$ cat src/hw/rtl/crt_pkg.sv
// shared types, constants and the setting tables for the conductivity ratio trim
`timescale 1ns / 1ps
`default_nettype none
package crt_pkg;

    localparam logic [7:0] CODE_FIRST = 8'd120;
    localparam logic [7:0] CODE_LAST  = 8'd145;

    localparam logic [2:0] CFG_TARGET_CODE = 3'd0;
    localparam logic [2:0] CFG_MARGIN      = 3'd1;
    localparam logic [2:0] CFG_PERIOD      = 3'd2;
    localparam logic [2:0] CFG_DEADBAND    = 3'd3;
    localparam logic [2:0] CFG_WINDOW      = 3'd4;

    localparam logic [1:0] TREND_NEUTRAL = 2'd0;
    localparam logic [1:0] TREND_UP      = 2'd1;
    localparam logic [1:0] TREND_DOWN    = 2'd2;

    localparam logic [7:0] RATIO_MAX = 8'd255;

    typedef struct packed {
        logic        started;
        logic [7:0]  ratio;
        logic [7:0]  corr_cnt;
        logic [7:0]  win_cnt;
        logic [15:0] ref_sample;
        logic [1:0]  trend;
    } t_state;

    typedef struct packed {
        logic [7:0] target_code;
        logic [9:0] margin;
        logic [7:0] period;
        logic [7:0] deadband;
        logic [7:0] window;
    } t_cfg;

    typedef struct packed {
        logic [7:0] ratio;
        logic [1:0] trend;
        logic       bad_code;
    } t_result;

    function automatic logic [10:0] target_of(input logic [4:0] idx);
        logic [10:0] t;
        case (idx)
            5'd0:    t = 11'd1280;
            5'd1:    t = 11'd1290;
            5'd2:    t = 11'd1300;
            5'd3:    t = 11'd1310;
            5'd4:    t = 11'd1320;
            5'd5:    t = 11'd1330;
            5'd6:    t = 11'd1340;
            5'd7:    t = 11'd1350;
            5'd8:    t = 11'd1360;
            5'd9:    t = 11'd1370;
            5'd10:   t = 11'd1380;
            5'd11:   t = 11'd1390;
            5'd12:   t = 11'd1400;
            5'd13:   t = 11'd1420;
            5'd14:   t = 11'd1430;
            5'd15:   t = 11'd1440;
            5'd16:   t = 11'd1450;
            5'd17:   t = 11'd1458;
            5'd18:   t = 11'd1465;
            5'd19:   t = 11'd1475;
            5'd20:   t = 11'd1480;
            5'd21:   t = 11'd1483;
            5'd22:   t = 11'd1490;
            5'd23:   t = 11'd1495;
            5'd24:   t = 11'd1500;
            5'd25:   t = 11'd1505;
            default: t = 11'd0;
        endcase
        return t;
    endfunction

    function automatic logic [7:0] base_of(input logic [4:0] idx);
        logic [7:0] b;
        case (idx)
            5'd0:    b = 8'd242;
            5'd1:    b = 8'd239;
            5'd2:    b = 8'd235;
            5'd3:    b = 8'd232;
            5'd4:    b = 8'd229;
            5'd5:    b = 8'd226;
            5'd6:    b = 8'd223;
            5'd7:    b = 8'd220;
            5'd8:    b = 8'd217;
            5'd9:    b = 8'd214;
            5'd10:   b = 8'd211;
            5'd11:   b = 8'd208;
            5'd12:   b = 8'd205;
            5'd13:   b = 8'd202;
            5'd14:   b = 8'd199;
            5'd15:   b = 8'd196;
            5'd16:   b = 8'd194;
            5'd17:   b = 8'd192;
            5'd18:   b = 8'd190;
            5'd19:   b = 8'd189;
            5'd20:   b = 8'd187;
            5'd21:   b = 8'd186;
            5'd22:   b = 8'd183;
            5'd23:   b = 8'd182;
            5'd24:   b = 8'd181;
            5'd25:   b = 8'd180;
            default: b = 8'd0;
        endcase
        return b;
    endfunction

endpackage
`default_nettype wire

$ cat src/hw/rtl/crt_core.sv
// next-state and result logic for one conductivity sample
`timescale 1ns / 1ps
`default_nettype none
module crt_core
    import crt_pkg::*;
(
    input  wire t_state      i_state,
    input  wire t_cfg        i_cfg,
    input  wire logic [15:0] i_conductivity,
    output t_state           o_state,
    output t_result          o_result
);

    logic        code_ok;
    logic [4:0]  idx;
    logic [10:0] target;
    logic [7:0]  base;
    logic [7:0]  ratio0;
    logic        active;
    logic [7:0]  win_inc;
    logic [7:0]  corr_inc;
    logic [1:0]  trend_new;
    logic        step;
    logic        go_up;
    logic        go_down;
    logic [7:0]  ratio_s;
    logic [7:0]  ratio_f;
    t_state      st;

    assign code_ok  = (i_cfg.target_code >= CODE_FIRST) && (i_cfg.target_code <= CODE_LAST);
    assign idx      = 5'(i_cfg.target_code - CODE_FIRST);
    assign target   = target_of(idx);
    assign base     = base_of(idx);
    assign ratio0   = i_state.started ? i_state.ratio : base;
    assign active   = ({1'b0, i_conductivity} + 17'(i_cfg.margin)) > 17'(target);
    assign win_inc  = i_state.win_cnt + 8'd1;
    assign corr_inc = i_state.corr_cnt + 8'd1;
    assign step     = (corr_inc == i_cfg.period);

    always_comb begin
        if (i_state.ref_sample > i_conductivity) begin
            trend_new = TREND_UP;
        end else if (i_state.ref_sample < i_conductivity) begin
            trend_new = TREND_DOWN;
        end else begin
            trend_new = TREND_NEUTRAL;
        end
    end

    assign go_up   = (trend_new == TREND_UP)
                  && ({1'b0, i_conductivity} > (17'(target) + 17'(i_cfg.deadband)))
                  && (ratio0 != RATIO_MAX);
    assign go_down = (trend_new == TREND_DOWN)
                  && (({1'b0, i_conductivity} + 17'(i_cfg.deadband)) < 17'(target));

    always_comb begin
        if (step && go_up) begin
            ratio_s = ratio0 + 8'd1;
        end else if (step && go_down) begin
            ratio_s = ratio0 - 8'd1;
        end else begin
            ratio_s = ratio0;
        end
    end

    assign ratio_f = (ratio_s == 8'd0) ? base : ratio_s;

    always_comb begin
        st         = i_state;
        st.started = 1'b1;
        st.ratio   = ratio0;
        if (active) begin
            st.trend    = trend_new;
            st.win_cnt  = (win_inc >= i_cfg.window) ? 8'd0 : win_inc;
            if (win_inc >= i_cfg.window) begin
                st.ref_sample = i_conductivity;
            end
            st.corr_cnt = step ? 8'd0 : corr_inc;
            st.ratio    = ratio_f;
        end
    end

    always_comb begin
        if (code_ok) begin
            o_state           = st;
            o_result.ratio    = st.ratio;
            o_result.trend    = st.trend;
            o_result.bad_code = 1'b0;
        end else begin
            // bad setting code leaves all state untouched
            o_state           = i_state;
            o_result.ratio    = 8'd0;
            o_result.trend    = TREND_NEUTRAL;
            o_result.bad_code = 1'b1;
        end
    end

endmodule
`default_nettype wire

$ cat src/hw/rtl/conductivity_ratio_trim_top.sv
// top level of the conductivity driven acid ratio trim
//
// input channel: i_valid / o_ready carry one conductivity sample word per tick
// output channel: o_valid / i_ready carry ratio, trend and bad_code words
// every accepted sample yields exactly one result word, in order
// the result is registered and shows in the cycle after acceptance
// throughput: one sample per cycle, set by the single result register;
//   a sample is taken whenever that register is empty or being drained
// a stalled receiver holds the result and backs up the input channel
// config: i_cfg_we writes register i_cfg_idx from i_cfg_data;
//   0 target code, 1 approach margin, 2 correction period, 3 deadband,
//   4 trend window; other indexes are ignored
// reset (synchronous, active low) loads the default settings, clears the
//   trim state and empties the result register
// an invalid target code gives ratio 0, trend 0 and bad_code set, no state change
`timescale 1ns / 1ps
`default_nettype none
module conductivity_ratio_trim_top
    import crt_pkg::*;
(
    input  wire logic        i_clk,
    input  wire logic        i_rst_n,
    input  wire logic        i_valid,
    output logic             o_ready,
    input  wire logic [15:0] i_conductivity,
    output logic             o_valid,
    input  wire logic        i_ready,
    output logic [7:0]       o_ratio,
    output logic [1:0]       o_trend,
    output logic             o_bad_code,
    input  wire logic        i_cfg_we,
    input  wire logic [2:0]  i_cfg_idx,
    input  wire logic [9:0]  i_cfg_data
);

    t_cfg    r_cfg;
    t_state  r_state;
    t_state  n_state;
    t_result r_res;
    t_result n_res;
    logic    r_out_valid;
    logic    take;

    assign o_ready = !r_out_valid || i_ready;
    assign take    = i_valid && o_ready;

    crt_core u_core (
        .i_state        (r_state),
        .i_cfg          (r_cfg),
        .i_conductivity (i_conductivity),
        .o_state        (n_state),
        .o_result       (n_res)
    );

    always_ff @(posedge i_clk) begin
        if (!i_rst_n) begin
            r_cfg.target_code <= 8'd120;
            r_cfg.margin      <= 10'd120;
            r_cfg.period      <= 8'd60;
            r_cfg.deadband    <= 8'd3;
            r_cfg.window      <= 8'd10;
        end else if (i_cfg_we) begin
            case (i_cfg_idx)
                CFG_TARGET_CODE: r_cfg.target_code <= i_cfg_data[7:0];
                CFG_MARGIN:      r_cfg.margin      <= i_cfg_data;
                CFG_PERIOD:      r_cfg.period      <= i_cfg_data[7:0];
                CFG_DEADBAND:    r_cfg.deadband    <= i_cfg_data[7:0];
                CFG_WINDOW:      r_cfg.window      <= i_cfg_data[7:0];
                default:         r_cfg             <= r_cfg;
            endcase
        end
    end

    always_ff @(posedge i_clk) begin
        if (!i_rst_n) begin
            r_state     <= '0;
            r_out_valid <= 1'b0;
        end else begin
            if (take) begin
                r_state <= n_state;
            end
            if (take) begin
                r_out_valid <= 1'b1;
            end else if (i_ready) begin
                r_out_valid <= 1'b0;
            end
        end
    end

    // result word needs no reset
    always_ff @(posedge i_clk) begin
        if (take) begin
            r_res <= n_res;
        end
    end

    assign o_valid    = r_out_valid;
    assign o_ratio    = r_res.ratio;
    assign o_trend    = r_res.trend;
    assign o_bad_code = r_res.bad_code;

endmodule
`default_nettype wire

$ cat config.mk
export PLATFORM = sky130hd
export DESIGN_NAME = conductivity_ratio_trim_top
export DESIGN_NICKNAME = d
export VERILOG_FILES = /design/src/hw/rtl/crt_pkg.sv /design/src/hw/rtl/crt_core.sv /design/src/hw/rtl/conductivity_ratio_trim_top.sv
export SDC_FILE = /design/constraint.sdc
export NUM_CORES = 1
export LEC_CHECK = 0
export BUFFER_PORTS_ARGS = -buffer_cell sky130_fd_sc_hd__buf_2
export CORE_ASPECT_RATIO = 1.1
export CORE_UTILIZATION = 30
export CTS_CLUSTER_SIZE = 40
export DETAILED_ROUTE_END_ITERATION = 8
export HOLD_SLACK_MARGIN = 0.02
export PLACE_DENSITY = 0.56
export SYNTH_ARGS = -nofsm -noshare
export SYNTH_HDL_FRONTEND = slang
export SYNTH_SLANG_ARGS = --single-unit
$ cat constraint.sdc
create_clock -name i_clk -period 8.3 [get_ports i_clk]
set_clock_uncertainty 0.05 [all_clocks]
set_input_delay 0.83 -clock i_clk [delete_from_list [all_inputs] [get_ports i_clk]]
set_output_delay 0.83 -clock i_clk [all_outputs]
set_load 0.02 [all_outputs]
==> results of run 1 <==
[worst reg2reg max path, stage by stage (launching register included)]
cell and delay (ps):
dfxtp_1 590, inv_1 200, ha_1 410, mux2_2 290
a221o_1 380, ha_1 330, a21oi_1 250, o21bai_1 100
a21oi_1 230, o21bai_1 90, a21oi_1 220, nor2b_1 70
o21ai_0 260, ha_1 310, nand4_1 100, nor3_1 80
o2111a_1 280, a2111o_1 440, or4b_1 710, mux2i_2 330
mux2i_1 220, nand4_1 90, and4_1 310, a221o_1 370
nor2b_1 130
[state kept, by name, summed over array words and instances, names as in the netlist]
| signal | count |
|---|---|
| o_valid | 1 |
| o_trend | 2 |
| r_state | 43 |
| o_ratio | 8 |
| o_bad_code | 1 |
| r_cfg | 42 |
[per-stage QoR]
stage               setup WS, ps  hold slack, ps  power (mW)
floorplan                   1782           386.3      0.7442
global placement            1426           394.2      0.8333
detailed placement          1326           400.7      0.8351
CTS                         1308           410.7       1.257
global route               820.9           425.8       1.320
finish                      1249           408.7       1.247
[cell families after synthesis]
family	after synthesis	synth area share [%]
compound gates	269	22.15
xor+xnor	49	5.284
fa+ha+maj	97	15.22
buf+inv	108	5.531
flops	97	25.27
mux	11	1.464
simple gates	414	25.08
[power by group through the flow]
stage          clock (mW)  combinational [mW]  sequential (mW)
3_5_place_dp            0               0.310            0.525
3_3_place_gp            0               0.309            0.524
4_1_cts             0.431               0.312            0.514
5_1_grt             0.451               0.353            0.517
2_1_floorplan           0               0.219            0.526
6_report            0.421               0.312            0.513
[layer usage]
layer	global-route usage [%]	vias up	part of all wire, %
met5	0	-	0
met4	8.413	0	3.8
met3	2.959	48	4.0
met2	27.36	172	46
met1	21.66	3482	47
li1	-	3782	-
[Yosys cell counts, types with 18 or more instances]
library cell / instances
ha_1: 94
dfxtp_1: 86
a21oi_1: 97
inv_1: 55
nand2b_1: 18
o21ai_0: 35
nand2_1: 171
nor3_1: 23
a21o_1: 22
nand3_1: 37
nor2_1: 67
clkbuf_1: 31
xnor2_1: 37
[path summary, 6_finish.rpt]
path	to	slack, ps	cells after the start
max	o_ratio[4]	1250	24
min	r_cfg[5]	410	2
min reg2reg	r_cfg[5]	410	2
max reg2reg	o_ratio[4]	1250	24
[final cells by class]
| type | count | area (um^2) |
|---|---|---|
| timing repair buffer | 54 | 290.3 |
| sequential | 97 | 2052 |
| fill | 2866 | 17450 |
| clock buffer | 9 | 225.2 |
| multi-input combinational | 840 | 5620 |
| clock inverter | 7 | 75.07 |
| tap | 352 | 440.4 |
| inverter | 58 | 217.7 |
==> metrics.txt, run 1 <==
post-synthesis cell count 1045; kind of start point of the critical path register; maximum buffer depth of the clock tree 2; portion of the clock cycle consumed by the worst path in the final layout 84.95%; maximum number of pins on one net before global-route repair 60; part of the power in combinational logic 25.0%; number of placed instances with taps included 1401; fin area between 8000 and 9000 um^2; commonest cells after routing, fill and taps aside nand2_1, a21oi_1, ha_1, dfxtp_1, nor2_1; minimum clock period 7051 ps; Critical Setup Path Class register to register; I/O Pins 47; worst hold path type register to register; clk_lat worst skew 360 ps; number of buffer and inverter stages on the critical path 1; maximum VDD drop approximately 0.16 mV; total global routing overflow 0; run status complete, no violations; average wire per cell in the routed design 16.23 um; number of antenna violations at the first check in global routing 0; post-route antenna net violation count 0; Switching Fraction 33.60%; sum of routed wire length over all layers roughly 23000 um; fraction of registers with async set or reset after synthesis 0%; slew at the pin closest to its max-slew limit between 800 and 900 ps; routed via count divided by cell count 5.282; leading register cell type out of synthesis dfxtp_1; setup tns final 0 ps; average instance area after synthesis 7.772 um^2; cells traversed along the worst timing path inv_1 -> ha_1 -> mux2_2 -> a221o_1 -> ha_1 -> a21oi_1 -> o21bai_1 -> a21oi_1 -> o21bai_1 -> a21oi_1 -> nor2b_1 -> o21ai_0 -> ha_1 -> nand4_1 -> nor3_1 -> o2111a_1 -> a2111o_1 -> or4b_1 -> mux2i_2 -> mux2i_1 -> nand4_1 -> and4_1 -> a221o_1 -> nor2b_1; highest clock frequency the design can meet 141.8 MHz; proportion of power drawn by the clock network between 30 and 40%; EDFF count, synth 11; first-pass detailed-route iteration total 7; antenna diode count 0; critical path peak fanout 12; count of pins over their slew limit 0; Rel. slew slack between 40% and 50%; Max-cap violations 0; cts hold-fix bufs 0; die height 174.6 um; relative contribution of sequential cells to total power 41.2%; share of synthesized area occupied by flip-flops and latches between 20% and 30%; full die area around 28000 um^2; count of endpoints failing setup in the final report 0; post-route non-filler standard cell count 1417; startpoint of the lowest-slack hold path r_cfg[5]; total nets after synthesis 1176; vias in the first global route 7168; Post-DP HPWL 17740 um; Critical Path RT between 8000 and 9000 ps; depth of the CTS H-tree 3; Net Sw Power about 0.42 mW; RSZ-0062 raised after global routing no; worst path arrival time 7120 ps; final design utilization 33.82%; leading cell type in the layout, fill and taps excluded nand2_1; Top delay family on crit path compound AO/OA/AOI/OAI gates; Crit. End Element register; routability cong. about 0.9; DRC violation total after the first TritonRoute iteration 432; P_int 0.8278 mW; number of register bits inferred by synthesis 97; via count 7484; cell row count 62; Reg clk slew, reported paths 80 ps; Unique masters post-synth 89; CTS tree built; Max stage delay cell, worst path or4b_1; All-Layer GR Usage 16.93%; Die Width 158.9 um; critical path's largest stage delay around 710 ps; initial core utilization 30.79%; number of warnings reported in the yosys synthesis log 0; library cell with the largest summed area after synthesis dfxtp_1; number of remaining DRC errors 0; PD cells approximately 140 nW/um^2; static leakage 3.617 nW; Final Hold Fails 0; core area 26380 um^2; buffer type at the clock tree root clkbuf_16; CTS resizes 0; global-route wire length before repair 37310 um; placement-stage cell area 8621 um^2; share of post-route cells with drive strength above 1 around a tenth; main area contributors after synthesis dfxtp_1, ha_1, nand2_1, a21oi_1, edfxtp_1; post-layout net count roughly 1200; number of buffers inserted by port buffering 46; number of setup buffers added after CTS 0; post-synth design cell area 8122 um^2; number of clock buffers inserted by TritonCTS 9; top cell type's share of synthesized area 21.20%; sinks on the clock net 97; start point of the critical path r_cfg[34]; Area growth, synth to finish 9.844%; Worst R2R Start r_cfg[34]
Power figures use the tool's default switching activity.
==> inputs of run 2 (changes only) <==
PLACE_DENSITY = 0.58   (was 0.56)
clock period = 6 ns   (was 8.3 ns; I/O delays follow)
==> run 2 against run 1 <==
  * The run now ends with negative setup slack left
  * First-iteration DRC count increased by 19%
  * Setup slack got worse by 1300 ps
  * Die area unchanged
  * Flip-flop and latch count unchanged
==> metrics.txt, run 2 (synthesis results as in run 1) <==
run status finished, violations left; violations in the final reports negative setup slack; sinks on the clock net 97 (unchanged); Area growth, synth to finish 16.58%; maximum number of pins on one net before global-route repair 66 (+10%); slew at the pin closest to its max-slew limit 792.5 ps (-100.7 ps); cell with the most instances on the worst path buf_4; count of endpoints failing setup in the final report 4 (+4); All-Layer GR Usage 17.21% (+0.28 points); leading cell type in the layout, fill and taps excluded nand2_1; I/O Pins 47 (unchanged); post-route antenna net violation count 0 (unchanged); worst setup slack before clock tree synthesis -24.28 ps (-1351 ps); Crit. End Element register; vias in the first global route 7245 (+1.1%); start point of the critical path r_cfg[35]; depth of the CTS H-tree 3 (unchanged); Worst R2R Start r_cfg[35]; CTS tree built; clk_lat worst skew 370 ps (about the same); Critical Path RT 6240 ps (-2130 ps); total global routing overflow 0 (unchanged); Final Hold Fails 0 (unchanged); setup tns final -75.71 ps (-75.71 ps); worst hold path type register to register; maximum buffer depth of the clock tree 2 (unchanged); average wire per cell in the routed design 16.36 um (+0.82%); core area 26380 um^2 (unchanged); commonest cells after routing, fill and taps aside nand2_1, a21oi_1, ha_1, dfxtp_1, nor2_1; smallest setup slack after layout -26.88 ps (-1276 ps); number of buffers inserted by port buffering 46 (unchanged); most flop-heavy register r_state; Reg clk slew, reported paths 80 ps (about the same); Die Width 158.9 um (unchanged); DRC violation total after the first TritonRoute iteration 512 (+19%); share of post-route cells with drive strength above 1 16.26% (+6.7 points); worst path arrival time 6260 ps (-860 ps); number of clock buffers inserted by TritonCTS 9 (unchanged); cts hold-fix bufs 0 (unchanged); post-layout net count 1239 (+4.0%); die height 174.6 um (unchanged); number of antenna violations at the first check in global routing 0 (unchanged); Critical Setup Path Class register to register; initial core utilization 30.79% (unchanged); post-route worst hold slack 406.3 ps (-2.349 ps); PD cells 185.3 nW/um^2 (+33%); Max-cap violations 0 (unchanged); static leakage 3.896 nW (+7.7%); sum of routed wire length over all layers 23970 um (+4.2%); Post-DP HPWL 18410 um (+3.8%); global-route wire length before repair 37920 um (+1.6%); critical path's largest stage delay 480 ps (-230 ps); buffer type at the clock tree root clkbuf_16; startpoint of the lowest-slack hold path r_cfg[7]; maximum VDD drop 0.1535 mV (-3.9%); via count 7700 (+2.9%); portion of the clock cycle consumed by the worst path in the final layout 100.4% (+15 points); cell row count 62 (unchanged); routability cong. 0.9101 (-1.5%); minimum clock period 6027 ps (-1024 ps); Max stage delay cell, worst path or4b_4; routed via count divided by cell count 5.256 (-0.48%); first-pass detailed-route iteration total 7 (unchanged); RSZ-0062 raised after global routing yes; number of flip-flops in the largest register 43 (unchanged); count of pins over their slew limit 0 (unchanged); kind of start point of the critical path register; critical path peak fanout 6 (-6); Rel. slew slack 47.17% (+6.7 points); highest clock frequency the design can meet 165.9 MHz (+17%); final design utilization 35.90% (+2.1 points); number of remaining DRC errors 0 (unchanged); full die area 27730 um^2 (unchanged); antenna diode count 0 (unchanged)
-- run 2: layout make-up --
cell class / count / area, um^2
Multi-Input combinational cell: 840 / 5804
Fill cell: 2818 / 16910
Tap cell: 352 / 440.4
Clock inverter: 7 / 61.31
Sequential cell: 97 / 2057
Inverter: 58 / 221.5
Timing Repair Buffer: 102 / 658.1
Clock buffer: 9 / 225.2
-- run 2: path summary, 6_finish.rpt --
check / endpoint / slack [ps] / cells past startpoint
worst max-delay path: r_state[34] / -30 / 28
worst min-delay path: r_cfg[7] / 410 / 2
worst max register to register: r_state[34] / -30 / 28
worst min register to register: r_cfg[7] / 410 / 2
-- run 2: where the power goes --
| group | switching, mW | internal (mW) |
|---|---|---|
| sequential | 0.0220 | 0.686 |
| clock | 0.288 | 0.290 |
| combinational | 0.283 | 0.185 |
-- run 2: timing repair --
item,in CTS,in global routing
pin swaps,2,23
buffers inserted,1,4
setup endpoints to repair,3,16
gates resized for setup,2,25
-- run 2: metal layers --
metal	vias to the layer above	global-route usage (%)	routed length, um
met2	186	29.86	11520
li1	3885	-	-
met5	-	0	0
met1	3586	21.56	10680
met4	0	7.572	869
met3	43	1.670	902
-- run 2: critical path, delay by kind of cell, from the launching register on --
family / cells / cell delay, ps
muxes: 1 / 250
AOI/OAI and AO/OA: 12 / 2440
DFF: 1 / 360
buffers and inverters: 5 / 740
xor gates and xnor gates: 1 / 100
adders and majority gates: 3 / 840
and+or+nand+nor: 6 / 1160
-- run 2: through the flow --
stage / cells / power, mW / instance area [um^2]
2_1_floorplan: 1045 / 1.032 / 8200
3_3_place_gp: 1444 / 1.169 / 9009
3_5_place_dp: 1444 / 1.172 / 9009
4_1_cts: 1461 / 1.760 / 9315
5_1_grt: 1465 / 1.851 / 9468
6_report: 1465 / 1.755 / 9468
==> inputs of run 3 (changes only) <==
==> constraint.sdc (replaced) <==
create_clock -name i_clk -period 6 [get_ports i_clk]
set_clock_uncertainty 0.05 [all_clocks]
set_input_delay 1.2 -clock i_clk [delete_from_list [all_inputs] [get_ports i_clk]]
set_output_delay 1.2 -clock i_clk [all_outputs]
set_load 0.1 [all_outputs]
==> run 3 against run 2 <==
  * The flow now finishes without violations
  * Routed wire length is 0.41% higher
  * Sequential share of layout area down 0.33 points
  * Register-to-register slack gained 90 ps
  * Highest routed layer unchanged
==> metrics.txt, run 3 (synthesis results as in run 1) <==
number of remaining DRC errors 0 (unchanged); portion of the clock cycle consumed by the worst path in the final layout 98.91% (-1.5 points); maximum VDD drop 0.1970 mV (+28%); antenna diode count 0 (unchanged); critical path peak fanout 6 (unchanged); post-route antenna net violation count 0 (unchanged); run status complete, no violations; number of buffer and inverter stages on the critical path 4 (-1); final design utilization 36.47% (+0.57 points); sinks on the clock net 97 (unchanged); routed via count divided by cell count 5.195 (-1.2%); highest clock frequency the design can meet 168.5 MHz (+1.6%); Area growth, synth to finish 18.44%; Max stage delay cell, worst path or4b_1; worst path arrival time 6140 ps (-120 ps); leading cell type in the layout, fill and taps excluded nand2_1; maximum buffer depth of the clock tree 2 (unchanged); full die area 27730 um^2 (unchanged); Reg clk slew, reported paths 70 ps (about the same); clk_lat worst skew 370 ps (about the same); critical path's largest stage delay 480 ps (about the same); worst hold path type register to register; global-route wire length before repair 38960 um (+2.7%); PD cells 193.4 nW/um^2 (+4.4%); post-route worst hold slack 405.8 ps (-0.5370 ps); Critical Setup Path Class register to register; number of buffers inserted by port buffering 46 (unchanged); total global routing overflow 0 (unchanged); via count 7668 (-0.42%); RSZ-0062 raised after global routing yes; vias in the first global route 7359 (+1.6%); All-Layer GR Usage 17.70% (+0.49 points); cell row count 62 (unchanged); number of flip-flops in the largest register 43 (unchanged); Final Hold Fails 0 (unchanged); post-layout net count 1250 (+0.89%); count of pins over their slew limit 0 (unchanged); Rel. slew slack 48.24% (+1.1 points); die height 174.6 um (unchanged); slew at the pin closest to its max-slew limit 776.4 ps (-16.12 ps); average wire per cell in the routed design 16.31 um (-0.34%); Critical Path RT 6210 ps (-30 ps); Max-cap violations 0 (unchanged); Die Width 158.9 um (unchanged); kind of start point of the critical path register; initial core utilization 30.79% (unchanged); share of post-route cells with drive strength above 1 16.81% (+0.55 points); Crit. End Element register; number of clock buffers inserted by TritonCTS 9 (unchanged); routability cong. 0.9112 (+0.12%); number of antenna violations at the first check in global routing 0 (unchanged); I/O Pins 47 (unchanged); first-pass detailed-route iteration total 5 (-2); minimum clock period 5935 ps (-92.10 ps); CTS tree built; Fill cells 2815 (-0.11%); count of endpoints failing setup in the final report 0 (-4); commonest cells after routing, fill and taps aside nand2_1, a21oi_1, ha_1, dfxtp_1, nor2_1; area occupied by multi-input gates 5802 um^2 (about the same); core area 26380 um^2 (unchanged); sequential standard cell area 2058 um^2 (about the same); buffer type at the clock tree root clkbuf_16; setup tns final 0 ps (+75.71 ps); static leakage 3.970 nW (+1.9%); DRC violation total after the first TritonRoute iteration 403 (-21%); Post-DP HPWL 18560 um (+0.81%); depth of the CTS H-tree 3 (unchanged); most flop-heavy register r_state; sum of routed wire length over all layers 24070 um (+0.41%); maximum number of pins on one net before global-route repair 66 (unchanged); Top delay family on crit path compound AO/OA/AOI/OAI gates
## run 3: metal layers
| layer | wire [um] | vias up | share of wire (%) | track usage (%) |
|---|---|---|---|---|
| met4 | 917 | 0 | 3.8 | 8.734 |
| met5 | 0 | - | 0 | 0 |
| li1 | - | 3897 | - | - |
| met1 | 11130 | 3588 | 46 | 22.42 |
| met3 | 683 | 46 | 2.8 | 1.646 |
| met2 | 11340 | 137 | 47 | 30.03 |
## run 3: worst reg2reg max path: stages, from the launching register on
cell        delay, ps
dfxtp_4           360
clkinvlp_4        150
ha_4              280
mux2_2            260
a221o_1           370
ha_4              240
a21o_1            190
a21oi_2           140
o21bai_1           90
a21oi_2           150
o21bai_1           70
a21oi_1           150
xnor2_1            90
ha_1              310
o211ai_1           90
a21o_1            160
a311o_1           330
a2111o_1          370
or4b_1            480
buf_6             160
nor2_4            150
buf_4             160
a31oi_2           110
xnor2_2           260
nor4_1             90
a221oi_2          330
buf_4             170
o22ai_1            50
## run 3: power breakdown
| part | internal, mW | leakage (nW) | total (mW) | switching, mW |
|---|---|---|---|---|
| Combinational | 0.192 | 3.02 | 0.530 | 0.339 |
| Sequential | 0.686 | 0.806 | 0.709 | 0.0222 |
| Clock | 0.328 | 0.142 | 0.622 | 0.294 |
| Total | 1.21 | 3.97 | 1.86 | 0.655 |
## run 3: path summary, 6_finish.rpt
check / slack, ps / endpoint / startpoint / depth (start not counted)
hold reg to reg: 410 / r_state[2] / r_state[2] / 2
hold / removal: 410 / r_state[2] / r_state[2] / 2
setup reg to reg: 70 / r_state[40] / r_cfg[35] / 27
setup / recovery: 70 / r_state[40] / r_cfg[35] / 27
## run 3: layout make-up
cell class | instances | share of cell area [%]
Multi-Input combinational cell | 840 | 60.31
Timing Repair Buffer | 113 | 8.260
Clock buffer | 9 | 2.341
Clock inverter | 7 | 0.8065
Tap cell | 352 | 4.579
Inverter | 58 | 2.302
Sequential cell | 97 | 21.40
## run 3: timing repair
| action | CTS | global route |
|---|---|---|
| endpoints found under the setup margin | 6 | 16 |
| pin swaps | 0 | 13 |
| hold buffers | 0 | 0 |
| gates resized for setup | 3 | 24 |
| setup buffers | 1 | 6 |
## run 3: per-stage QoR
| stage | power (mW) | instance area, um^2 | instances | setup slack (ps) |
|---|---|---|---|---|
| 6_report | 1.861 | 9619 | 1476 | 65.22 |
| 5_1_grt | 1.958 | 9619 | 1476 | -177.1 |
| 4_1_cts | 1.858 | 9448 | 1470 | 7.683 |
| 3_5_place_dp | 1.236 | 9126 | 1453 | -75.97 |
| 3_3_place_gp | 1.232 | 9126 | 1453 | 56.35 |
| 2_1_floorplan | 1.088 | 8200 | 1045 | -38.47 |
